**config.mk**
```make
export PLATFORM = sky130hd
export DESIGN_NAME = position_step_speed_tracker_top
export DESIGN_NICKNAME = d
export VERILOG_FILES = /design/src/pstk_pkg.sv /design/src/pstk_ram.sv /design/src/pstk_sqrt.sv /design/src/pstk_div.sv /design/src/position_step_speed_tracker_top.sv
export SDC_FILE = /design/constraint.sdc
export NUM_CORES = 2
export LEC_CHECK = 0
export BUFFER_PORTS_ARGS = -buffer_cell sky130_fd_sc_hd__buf_2
export CAP_MARGIN = 40
export CORE_UTILIZATION = 45
export DETAILED_ROUTE_END_ITERATION = 7
export SYNTH_ARGS = -nofsm -noshare
export SYNTH_HDL_FRONTEND = slang
export SYNTH_SLANG_ARGS = --single-unit
```
**constraint.sdc**
```tcl
create_clock -name clk -period 10.6 [get_ports clk]
set_input_delay 0.53 -clock clk [delete_from_list [all_inputs] [get_ports clk]]
set_output_delay 0.53 -clock clk [all_outputs]
set_load 0.02 [all_outputs]
```
**src/pstk_pkg.sv**
```systemverilog
// Shared types, constants and helpers of the position step and speed tracker.
`default_nettype none
package pstk_pkg;

  localparam int CW          = 14;  // clamped coordinate
  localparam int MSW         = 10;  // max_step register
  localparam int SCW         = 8;   // speed_scale register
  localparam int TW          = 32;  // timestamp
  localparam int TOTW        = 40;  // per-sensor total
  localparam int STEPW       = 20;  // reported step
  localparam int SPDW        = 24;  // reported speed
  localparam int SIDW        = 4;   // sensor id
  localparam int CFG_IDX_W   = 2;
  localparam int CFG_DATA_W  = 14;
  localparam int SQ_W        = 2 * CW + 1;  // dx*dx + dy*dy

  localparam int NUM_SENSORS_DEF = 16;
  localparam int FRAC_BITS_DEF   = 8;

  localparam logic [CW-1:0]   COORD_LIMIT_RST = 14'd10000;
  localparam logic [MSW-1:0]  MAX_STEP_RST    = 10'd50;
  localparam logic [SCW-1:0]  SPEED_SCALE_RST = 8'd10;
  localparam logic [SPDW-1:0] SPEED_MAX       = '1;
  localparam logic [TOTW-1:0] TOTAL_MAX       = '1;

  typedef enum logic [CFG_IDX_W-1:0] {
    CFG_COORD_LIMIT = 2'd0,
    CFG_MAX_STEP    = 2'd1,
    CFG_SPEED_SCALE = 2'd2
  } cfg_idx_t;

  typedef enum logic [4:0] {
    ST_IDLE, ST_MOD, ST_RD, ST_LOAD, ST_SQA, ST_SQB, ST_RTS, ST_RTW,
    ST_NUMX, ST_DVXS, ST_DVXW, ST_NUMY, ST_DVYS, ST_DVYW,
    ST_SPD, ST_SPM, ST_SPS, ST_SPW, ST_TOT, ST_WB, ST_OUT
  } state_t;

  // Clamp a signed raw coordinate to 0..lim.
  function automatic logic [CW-1:0] clamp_coord(input logic [TW-1:0] v,
                                                input logic [CW-1:0] lim);
    logic [CW-1:0] r;
    if (v[TW-1]) begin
      r = '0;
    end else if (v > {{(TW-CW){1'b0}}, lim}) begin
      r = lim;
    end else begin
      r = v[CW-1:0];
    end
    return r;
  endfunction

endpackage
`default_nettype wire

```
**src/pstk_ram.sv**
```systemverilog
// Generic single-write, single-read RAM with registered read data.
`default_nettype none
module pstk_ram #(
  parameter int WIDTH = 8,
  parameter int DEPTH = 16
) (
  input  wire logic                                   clk,
  input  wire logic                                   we,
  input  wire logic [(DEPTH > 1 ? $clog2(DEPTH) : 1)-1:0] waddr,
  input  wire logic [WIDTH-1:0]                       wdata,
  input  wire logic [(DEPTH > 1 ? $clog2(DEPTH) : 1)-1:0] raddr,
  output logic      [WIDTH-1:0]                       rdata
);

  logic [WIDTH-1:0] mem_r [DEPTH];

  always_ff @(posedge clk) begin
    if (we) begin
      mem_r[waddr] <= wdata;
    end
    rdata <= mem_r[raddr];
  end

endmodule
`default_nettype wire

```
**src/pstk_sqrt.sv**
```systemverilog
// Bit-serial integer square root, one root bit per cycle.
`default_nettype none
module pstk_sqrt #(
  parameter int RW = 46
) (
  input  wire logic              clk,
  input  wire logic              rst_n,
  input  wire logic              start,
  input  wire logic [RW-1:0]     rad,
  output logic                   done,
  output logic      [RW/2-1:0]   root
);

  localparam int RTW  = RW / 2;
  localparam int CNTW = $clog2(RTW + 1);

  logic [RW-1:0]    rad_r;
  logic [RTW:0]     rem_r;
  logic [RTW-1:0]   root_r;
  logic [CNTW-1:0]  cnt_r;
  logic             busy_r;
  logic             done_r;

  logic [RTW+2:0]   cur;
  logic [RTW+2:0]   tst;
  logic [RTW+2:0]   dif;
  logic             ge;

  // Bring down the next bit pair and try root*4+1.
  assign cur  = {rem_r, rad_r[RW-1:RW-2]};
  assign tst  = {1'b0, root_r, 2'b01};
  assign ge   = cur >= tst;
  assign dif  = cur - tst;
  assign done = done_r;
  assign root = root_r;

  always_ff @(posedge clk) begin
    if (!rst_n) begin
      busy_r <= 1'b0;
      done_r <= 1'b0;
      cnt_r  <= '0;
    end else begin
      done_r <= 1'b0;
      if (start) begin
        busy_r <= 1'b1;
        cnt_r  <= '0;
      end else if (busy_r) begin
        cnt_r <= cnt_r + 1'b1;
        if (cnt_r == CNTW'(RTW - 1)) begin
          busy_r <= 1'b0;
          done_r <= 1'b1;
        end
      end
    end
  end

  always_ff @(posedge clk) begin
    if (start) begin
      rad_r  <= rad;
      rem_r  <= '0;
      root_r <= '0;
    end else if (busy_r) begin
      rad_r  <= {rad_r[RW-3:0], 2'b00};
      rem_r  <= ge ? dif[RTW:0] : cur[RTW:0];
      root_r <= {root_r[RTW-2:0], ge};
    end
  end

endmodule
`default_nettype wire

```
**src/pstk_div.sv**
```systemverilog
// Bit-serial restoring divider, one quotient bit per cycle.
`default_nettype none
module pstk_div #(
  parameter int DW = 32,
  parameter int SW = 32
) (
  input  wire logic          clk,
  input  wire logic          rst_n,
  input  wire logic          start,
  input  wire logic [DW-1:0] dividend,
  input  wire logic [SW-1:0] divisor,
  output logic               done,
  output logic      [DW-1:0] quo,
  output logic               rem_nz
);

  localparam int CNTW = $clog2(DW + 1);

  logic [DW-1:0]   dvd_r;
  logic [SW-1:0]   dvs_r;
  logic [SW-1:0]   rem_r;
  logic [CNTW-1:0] cnt_r;
  logic            busy_r;
  logic            done_r;

  logic [SW:0]     cur;
  logic [SW:0]     dif;
  logic            ge;

  assign cur    = {rem_r, dvd_r[DW-1]};
  assign ge     = cur >= {1'b0, dvs_r};
  assign dif    = cur - {1'b0, dvs_r};
  assign done   = done_r;
  assign quo    = dvd_r;
  assign rem_nz = |rem_r;

  always_ff @(posedge clk) begin
    if (!rst_n) begin
      busy_r <= 1'b0;
      done_r <= 1'b0;
      cnt_r  <= '0;
    end else begin
      done_r <= 1'b0;
      if (start) begin
        busy_r <= 1'b1;
        cnt_r  <= '0;
      end else if (busy_r) begin
        cnt_r <= cnt_r + 1'b1;
        if (cnt_r == CNTW'(DW - 1)) begin
          busy_r <= 1'b0;
          done_r <= 1'b1;
        end
      end
    end
  end

  // Shift the quotient into the dividend register as its bits leave.
  always_ff @(posedge clk) begin
    if (start) begin
      dvd_r <= dividend;
      dvs_r <= divisor;
      rem_r <= '0;
    end else if (busy_r) begin
      dvd_r <= {dvd_r[DW-2:0], ge};
      rem_r <= ge ? dif[SW-1:0] : cur[SW-1:0];
    end
  end

endmodule
`default_nettype wire

```
**src/position_step_speed_tracker_top.sv**
```systemverilog
// Top level of the position step and speed tracker: control sequencer and datapath.
`default_nettype none
// Each request is a position report of one sensor. The block clamps x and y
// to 0..coord_limit, reads the sensor's last point, time and running total
// from a small RAM, and for an update measures the step length in unsigned
// fixed point with FRAC_BITS fraction bits. A step longer than max_step is
// shrunk toward it and measured again. Speed is step*speed_scale/elapsed,
// saturating; a nonpositive elapsed time with a nonzero step flags
// time_error. One result leaves per request. Requests are handled one at a
// time; a request is taken while the previous result still waits at the
// output. The sensor id is first wrapped into the table by repeated
// subtraction of NUM_SENSORS. The bit-serial root and divide units each
// produce one bit per cycle. An update runs one root and, for a nonzero
// step and positive elapsed time, one speed divide; a shrunk step adds two
// divides and a second root. Sensor state resets to zero through one valid
// bit per sensor, so there is no clearing pass after reset. Configuration
// writes take effect at once and are meant for an idle block.
module position_step_speed_tracker_top
  #(
  parameter int NUM_SENSORS = pstk_pkg::NUM_SENSORS_DEF,
  parameter int FRAC_BITS   = pstk_pkg::FRAC_BITS_DEF
) (
  input  wire logic                              clk,
  input  wire logic                              rst_n,
  input  wire logic                              cfg_we,
  input  wire logic [pstk_pkg::CFG_IDX_W-1:0]    cfg_index,
  input  wire logic [pstk_pkg::CFG_DATA_W-1:0]   cfg_wdata,
  input  wire logic                              in_valid,
  output logic                                   in_ready,
  input  wire logic                              in_kind,
  input  wire logic [pstk_pkg::SIDW-1:0]         in_sensor_id,
  input  wire logic signed [pstk_pkg::TW-1:0]    in_x_raw,
  input  wire logic signed [pstk_pkg::TW-1:0]    in_y_raw,
  input  wire logic signed [pstk_pkg::TW-1:0]    in_time_ms,
  output logic                                   out_valid,
  input  wire logic                              out_ready,
  output logic      [pstk_pkg::SIDW-1:0]         out_sensor,
  output logic      [pstk_pkg::CW-1:0]           out_pos_x,
  output logic      [pstk_pkg::CW-1:0]           out_pos_y,
  output logic      [pstk_pkg::STEPW-1:0]        out_step_q8,
  output logic      [pstk_pkg::SPDW-1:0]         out_speed_q8,
  output logic      [pstk_pkg::TOTW-1:0]         out_total_q8,
  output logic                                   out_was_cropped,
  output logic                                   out_time_error
);
  import pstk_pkg::*;

  localparam int IDX_W = (NUM_SENSORS > 1) ? $clog2(NUM_SENSORS) : 1;
  localparam int RTW   = 15 + FRAC_BITS;       // root / step width
  localparam int RW    = 2 * RTW;              // radicand width
  localparam int DVD_W = 24 + FRAC_BITS;       // divider dividend width
  localparam int DVS_W = 32;                   // divider divisor width
  localparam int ENT_W = 2 * CW + TW + TOTW;   // one RAM entry

  // Configuration registers.
  logic [CW-1:0]  coord_limit_r;
  logic [MSW-1:0] max_step_r;
  logic [SCW-1:0] speed_scale_r;

  always_ff @(posedge clk) begin
    if (!rst_n) begin
      coord_limit_r <= COORD_LIMIT_RST;
      max_step_r    <= MAX_STEP_RST;
      speed_scale_r <= SPEED_SCALE_RST;
    end else if (cfg_we) begin
      case (cfg_index)
        CFG_COORD_LIMIT: coord_limit_r <= cfg_wdata;
        CFG_MAX_STEP:    max_step_r    <= cfg_wdata[MSW-1:0];
        CFG_SPEED_SCALE: speed_scale_r <= cfg_wdata[SCW-1:0];
        default: ;  // drop writes beyond the register list
      endcase
    end
  end

  state_t state_r, state_nxt;

  // Request fields, held for the whole request.
  logic              kind_r;
  logic [SIDW-1:0]   sid_r;
  logic [SIDW-1:0]   mod_r;
  logic [CW-1:0]     x_r, y_r;
  logic [TW-1:0]     t_r;

  // Working datapath.
  logic [TOTW-1:0]   ltot_r;
  logic [CW-1:0]     ma_r, mb_r;
  logic              negx_r, negy_r;
  logic [2*CW-1:0]   p_r;
  logic [SQ_W-1:0]   sq_r;
  logic [2*MSW-1:0]  mm_r;
  logic [RTW-1:0]    dist_r;
  logic              phase_r;
  logic [RTW-1:0]    step_r;
  logic [TW:0]       el_r;
  logic [DVD_W-1:0]  num_r;
  logic [DVS_W-1:0]  dvs_r;
  logic [SPDW-1:0]   speed_r;
  logic [TOTW-1:0]   tot_r;
  logic              crop_r, terr_r;

  // Per-sensor valid bits stand in for clearing the RAM at reset.
  logic [NUM_SENSORS-1:0] vld_r;
  logic                   rdv_r;

  // Output register.
  logic              out_valid_r;

  // Sequencer controls.
  logic              ram_we;
  logic              sqrt_start;
  logic              div_start;

  // Unit and RAM wiring.
  logic [IDX_W-1:0]  idx;
  logic [ENT_W-1:0]  ram_rdata;
  logic [ENT_W-1:0]  ent;
  logic [CW-1:0]     ent_x, ent_y;
  logic [TW-1:0]     ent_t;
  logic [TOTW-1:0]   ent_tot;
  logic [RW-1:0]     rad;
  logic              sqrt_done;
  logic [RTW-1:0]    sqrt_root;
  logic              div_done;
  logic [DVD_W-1:0]  div_quo;
  logic              div_rem_nz;

  // Arithmetic.
  logic [CW:0]       dxs, dys;
  logic [TW:0]       el_w;
  logic [2*CW-1:0]   sqa, sqb;
  logic [2*MSW-1:0]  mm_w;
  logic [CW-1:0]     msel;
  logic [CW+MSW-1:0] sh_prod;
  logic [RTW+SCW-1:0] spd_prod;
  logic [DVD_W-1:0]  qadj;
  logic              qneg;
  logic [TOTW:0]     tsum;
  logic              mod_hi;

  assign idx     = IDX_W'(mod_r);
  assign mod_hi  = {5'd0, mod_r} >= 9'(NUM_SENSORS);
  assign ent     = rdv_r ? ram_rdata : '0;
  assign {ent_x, ent_y, ent_t, ent_tot} = ent;

  assign dxs     = {1'b0, x_r} - {1'b0, ent_x};
  assign dys     = {1'b0, y_r} - {1'b0, ent_y};
  assign el_w    = {t_r[TW-1], t_r} - {ent_t[TW-1], ent_t};
  assign sqa     = ma_r * ma_r;
  assign sqb     = mb_r * mb_r;
  assign mm_w    = max_step_r * max_step_r;
  assign msel    = (state_r == ST_NUMY) ? mb_r : ma_r;
  assign sh_prod = msel * max_step_r;
  assign spd_prod = step_r * speed_scale_r;
  assign rad     = {1'b0, sq_r, {(2*FRAC_BITS){1'b0}}};
  // Negative offsets round toward minus infinity: bump the magnitude.
  assign qneg    = (state_r == ST_DVYW) ? negy_r : negx_r;
  assign qadj    = div_quo + DVD_W'(qneg & div_rem_nz);
  assign tsum    = {1'b0, ltot_r} + (TOTW+1)'(step_r);

  pstk_ram #(
    .WIDTH (ENT_W),
    .DEPTH (NUM_SENSORS)
  ) u_state_ram (
    .clk   (clk),
    .we    (ram_we),
    .waddr (idx),
    .wdata ({x_r, y_r, t_r, tot_r}),
    .raddr (idx),
    .rdata (ram_rdata)
  );

  pstk_sqrt #(
    .RW (RW)
  ) u_sqrt (
    .clk   (clk),
    .rst_n (rst_n),
    .start (sqrt_start),
    .rad   (rad),
    .done  (sqrt_done),
    .root  (sqrt_root)
  );

  pstk_div #(
    .DW (DVD_W),
    .SW (DVS_W)
  ) u_div (
    .clk      (clk),
    .rst_n    (rst_n),
    .start    (div_start),
    .dividend (num_r),
    .divisor  (dvs_r),
    .done     (div_done),
    .quo      (div_quo),
    .rem_nz   (div_rem_nz)
  );

  // Next state.
  always_comb begin
    state_nxt = state_r;
    case (state_r)
      ST_IDLE: if (in_valid) state_nxt = ST_MOD;
      ST_MOD:  if (!mod_hi) state_nxt = ST_RD;
      ST_RD:   state_nxt = ST_LOAD;
      ST_LOAD: state_nxt = kind_r ? ST_SQA : ST_WB;
      ST_SQA:  state_nxt = ST_SQB;
      ST_SQB:  state_nxt = ST_RTS;
      ST_RTS:  state_nxt = ST_RTW;
      ST_RTW: begin
        if (sqrt_done) begin
          if (!phase_r && (sq_r > SQ_W'(mm_r))) state_nxt = ST_NUMX;
          else state_nxt = ST_SPD;
        end
      end
      ST_NUMX: state_nxt = ST_DVXS;
      ST_DVXS: state_nxt = ST_DVXW;
      ST_DVXW: if (div_done) state_nxt = ST_NUMY;
      ST_NUMY: state_nxt = ST_DVYS;
      ST_DVYS: state_nxt = ST_DVYW;
      ST_DVYW: if (div_done) state_nxt = ST_SQA;
      ST_SPD: begin
        if (step_r == '0 || el_r[TW] || el_r == '0) state_nxt = ST_TOT;
        else state_nxt = ST_SPM;
      end
      ST_SPM:  state_nxt = ST_SPS;
      ST_SPS:  state_nxt = ST_SPW;
      ST_SPW:  if (div_done) state_nxt = ST_TOT;
      ST_TOT:  state_nxt = ST_WB;
      ST_WB:   state_nxt = ST_OUT;
      ST_OUT:  if (!out_valid_r || out_ready) state_nxt = ST_IDLE;
      default: state_nxt = ST_IDLE;
    endcase
  end

  // Sequencer outputs.
  always_comb begin
    in_ready   = 1'b0;
    ram_we     = 1'b0;
    sqrt_start = 1'b0;
    div_start  = 1'b0;
    case (state_r)
      ST_IDLE: in_ready   = 1'b1;
      ST_RTS:  sqrt_start = 1'b1;
      ST_DVXS: div_start  = 1'b1;
      ST_DVYS: div_start  = 1'b1;
      ST_SPS:  div_start  = 1'b1;
      ST_WB:   ram_we     = 1'b1;
      default: ;
    endcase
  end

  always_ff @(posedge clk) begin
    if (!rst_n) begin
      state_r     <= ST_IDLE;
      vld_r       <= '0;
      out_valid_r <= 1'b0;
    end else begin
      state_r <= state_nxt;
      if (ram_we) begin
        vld_r[idx] <= 1'b1;
      end
      if (state_r == ST_OUT && (!out_valid_r || out_ready)) begin
        out_valid_r <= 1'b1;
      end else if (out_ready) begin
        out_valid_r <= 1'b0;
      end
    end
  end

  // Datapath registers, advanced by the sequencer state.
  always_ff @(posedge clk) begin
    case (state_r)
      ST_IDLE: begin
        // Latch the request and clamp the point.
        kind_r <= in_kind;
        sid_r  <= in_sensor_id;
        mod_r  <= in_sensor_id;
        x_r    <= clamp_coord(in_x_raw, coord_limit_r);
        y_r    <= clamp_coord(in_y_raw, coord_limit_r);
        t_r    <= in_time_ms;
      end
      ST_MOD: begin
        // Wrap the sensor id into the table, one subtraction a cycle.
        if (mod_hi) mod_r <= mod_r - SIDW'(NUM_SENSORS);
      end
      ST_RD: rdv_r <= vld_r[idx];
      ST_LOAD: begin
        ltot_r  <= ent_tot;
        tot_r   <= ent_tot;
        negx_r  <= dxs[CW];
        negy_r  <= dys[CW];
        ma_r    <= dxs[CW] ? CW'(-dxs) : dxs[CW-1:0];
        mb_r    <= dys[CW] ? CW'(-dys) : dys[CW-1:0];
        el_r    <= el_w;
        step_r  <= '0;
        speed_r <= '0;
        crop_r  <= 1'b0;
        terr_r  <= 1'b0;
        phase_r <= 1'b0;
      end
      ST_SQA: begin
        p_r  <= sqa;
        mm_r <= mm_w;
      end
      ST_SQB: sq_r <= SQ_W'(p_r) + SQ_W'(sqb);
      ST_RTW: begin
        if (sqrt_done) begin
          dist_r <= sqrt_root;
          step_r <= sqrt_root;
          if (!phase_r && (sq_r > SQ_W'(mm_r))) crop_r <= 1'b1;
        end
      end
      ST_NUMX, ST_NUMY: begin
        num_r <= {sh_prod, {FRAC_BITS{1'b0}}};
        dvs_r <= DVS_W'(dist_r);
      end
      ST_DVXW: if (div_done) ma_r <= qadj[CW-1:0];
      ST_DVYW: begin
        if (div_done) begin
          mb_r    <= qadj[CW-1:0];
          phase_r <= 1'b1;
        end
      end
      ST_SPD: begin
        // Nonzero step with zero or negative elapsed time: flag and saturate.
        if (step_r != '0 && (el_r[TW] || el_r == '0)) begin
          terr_r  <= 1'b1;
          speed_r <= SPEED_MAX;
        end
      end
      ST_SPM: begin
        num_r <= DVD_W'(spd_prod);
        dvs_r <= el_r[DVS_W-1:0];
      end
      ST_SPW: begin
        if (div_done) begin
          speed_r <= (div_quo > DVD_W'(SPEED_MAX)) ? SPEED_MAX : div_quo[SPDW-1:0];
        end
      end
      ST_TOT: tot_r <= tsum[TOTW] ? TOTAL_MAX : tsum[TOTW-1:0];
      default: ;
    endcase
  end

  // Result register: load once the previous result has left.
  always_ff @(posedge clk) begin
    if (state_r == ST_OUT && (!out_valid_r || out_ready)) begin
      out_sensor      <= sid_r;
      out_pos_x       <= x_r;
      out_pos_y       <= y_r;
      out_step_q8     <= STEPW'(step_r);
      out_speed_q8    <= speed_r;
      out_total_q8    <= tot_r;
      out_was_cropped <= crop_r;
      out_time_error  <= terr_r;
    end
  end

  assign out_valid = out_valid_r;

endmodule
`default_nettype wire
```
==> results_dict.tcl <==
set metrics [dict create \
    outcome "completed" \
    first_iter_violations 6139 \
    worst_pin_slew_ns 1.02 \
    cts_buffer_depth 4 \
    vdd_drop_max_mv 0.961 \
    seq_area_frac_synth_pct 58.2 \
    finalCriticalPeriod_ns 7.76 \
    synthesis.area_sq_um 124000 \
    gp_congestion 0.866 \
    setup_viol 0 \
    post-route-period-util_pct 73.2 \
    dieArea_sq_um 277000 \
    fill_cells 22600 \
    slowest_delay_ns 0.77 \
    synth_cell_types 93 \
    cpMostUsedCell "fa_1" \
    p_switching_mw 15.0 \
    path_class "register to register" \
    clkTransAtPathRegs_ns 0.06 \
    cts_post_setup_buffers_inserted 0 \
    yosysMostFrequentCell "edfxtp_1" \
    finalHoldViolCount 0 \
    crit_arrival_ns 8.29 \
    max_freq_mhz 129 \
    synth_area_leaders "edfxtp_1 54%, mux4_2 9.2%, fa_1 8.6%" \
    pwr-share-clk_pct 23.1 \
    regArea_sq_um 72000 \
    num-nets-final 9954 \
    drt_pass1_iterations 6 \
    drv_cap 0 \
    synth_nets 9540 \
    synth.top_cell.area_share_pct 54.2 \
    ant_nets 0 \
    skew_ns 0.0778 \
    io-pin-count 242 \
    ys_ff_latch 2481 \
    cts_made_buffers 275 \
    antenna_found_initial 16 \
    critical_path_required_ns 11.13 \
    grt_usage_pct 22.2 \
    synth_async_sr_flop_share_pct 0 \
    rsz0062_at_grt "no" \
    synth_edf_count 2232 \
    setup_tns_ns 0 \
    num_vias 70800 \
    start_util_pct 45.2 \
    pwr-share-comb_pct 45.3 \
    cts-root-buf "clkbuf_16" \
    drive_gt1_share_pct 16.0 \
    grt_pass1_vias 73100 \
    syn2layout_area_growth_pct 12.8 \
    clock_latency_ns 0.87 \
    grt_pass1_wl_mm 463 \
    overflow 0 \
    grt_start_max_net_pins 127 \
    synth_top_area_cell "edfxtp_1" \
    slew_violations 0 \
    coreArea_sq_um 274000 \
    cts_tree "built" \
    die_width_um 526 \
    p_int_mw 26.0 \
    drt-vias-per-instance 5.63 \
    htreeDepth 5 \
    total_power_mw 40.9 \
    hpwl_mm 196 \
    synthCells 8364 \
    powerDensity_nw_per_um2 293 \
    ys_top_cells_by_count "2232 x edfxtp_1, 788 x inv_1, 732 x nand2_1, 533 x fa_1, 521 x ha_1" \
    avgSynthCellArea_sq_um 14.8 \
    clock-sinks 2481 \
    worstSetupStartpointType "register" \
    switching_share_pct 36.5 \
    ys_warn_count 0 \
    synth-main-ff-cell "edfxtp_1" \
    maxSlewHeadroom_pct 32.1 \
    crit_path_end_kind "register" \
    portBuffers 241 \
    p_leak_nw 52.3 \
    slowest_stage "dfxtp_1" \
    p_seq_share_pct 31.6 \
    die_h_um 526 \
    drc_errors 0 \
    path_max_fanout 29 \
    row_count 192 \
    routed_wl_mm 309 \
    multi_input_area_sq_um 47700 \
    post_drt_wl_per_cell_um 24.6 \
    hp-class "input pin to register" \
]
==> cell usage in the layout (no fill, tap or decap), types with 63 or more instances in the layout <==
cell type and instances:
a21o_1 87, a21oi_1 253, and2_1 282, buf_2 242, buf_4 114, clkbuf_1 66
clkbuf_16 285, dfxtp_1 247, edfxtp_1 2232, fa_1 533, ha_1 521, inv_1 787
mux2i_1 101, mux4_2 505, nand2_1 729, nand3_1 63, nor2_1 374, nor2b_1 65
nor3_1 71, o21a_1 92, o21ai_0 170, xnor2_1 172, xor2_1 105
==> logic make-up after synthesis <==
family / synth area share (%)
adders and majority gates: 13.9
buffers and inverters: 3.39
AOI/OAI and AO/OA: 5.11
DFF: 58.2
and+or+nand+nor: 7.04
muxes: 10.4
xor gates and xnor gates: 1.96
other: 0.00303
==> power by group through the flow <==
stage                     clock (mW)  combinational, mW  sequential (mW)
after floorplan                    0               14.3             12.8
after global placement             0               18.3             13.1
after detailed placement           0               18.5             13.1
after CTS                       9.62               18.7             12.9
after global routing            9.98               21.0             13.0
final                           9.44               18.5             12.9
==> metal layers <==
metal | track usage [%] | vias to the layer above | part of all wire, % | wire, um
li1 | - | 31400 | - | -
met1 | 31.2 | 36900 | 44 | 136000
met2 | 36.3 | 2101 | 48 | 147000
met3 | 2.61 | 453 | 5.3 | 16400
met4 | 6.88 | 4 | 3.1 | 9710
met5 | 0 | - | 0.0068 | 21
==> state kept, by name (all words and copies together) (netlist names), 32 cells and up <==
register and cells:
num_r 32, u_state_ram.mem_r 1600, u_div.rem_r 32, dvs_r 32, out_total_q8 40, u_state_ram.rdata 100
tot_r 40, ltot_r 40, u_div.dvs_r 32, el_r 33, t_r 32, u_div.quo 32
==> timing repair <==
item,4_1_cts,5_1_grt
hold buffers,52,0
gates resized for setup,0,0
hold endpoints to repair,48,0
==> cell type report <==
cell class | count | share of cell area, %
Clock buffer | 374 | 5.51
Tap cell | 3589 | 3.22
Multi-Input combinational cell | 4777 | 34.2
Sequential cell | 2481 | 51.6
Antenna cell | 4 | 0.00717
Clock inverter | 117 | 0.860
Timing Repair Buffer | 451 | 2.53
Inverter | 792 | 2.13
==> path summary, 6_finish.rpt <==
| path | slack, ns | end | startpoint | cells past startpoint |
|---|---|---|---|---|
| setup / recovery | 2.84 | num_r[31] | state_r[0] | 25 |
| hold / removal | 0.04 | kind_r | in_kind | 1 |
| setup reg to reg | 2.84 | num_r[31] | state_r[0] | 25 |
| hold reg to reg | 0.38 | u_div.dvs_r[2] | dvs_r[2] | 0 |
==> through the flow <==
stage	hold slack (ns)	instance area, sq um	utilization [%]	worst slack (ns)	instances
floorplan	0.400	124000	-	1.55	8364
global placement	0.401	129000	47.3	2.91	12000
detailed placement	0.405	130000	47.6	2.85	12000
CTS	0.00116	140000	51.0	2.82	12600
global route	0.0105	140000	51.0	2.36	12600
finish	0.0425	140000	51.0	2.84	12600
==> critical path, delay by kind of cell (launching register included) <==
| family | cells | cell delay, ns |
|---|---|---|
| AO/OA/AOI/OAI | 7 | 1.74 |
| XOR/XNOR | 1 | 0.17 |
| adder cells (fa/ha/maj) | 6 | 2.89 |
| buffers and inverters | 4 | 0.50 |
| flip-flops | 1 | 0.77 |
| AND/OR/NAND/NOR | 7 | 1.36 |
Note: power is estimated with default switching activity, not from simulation.
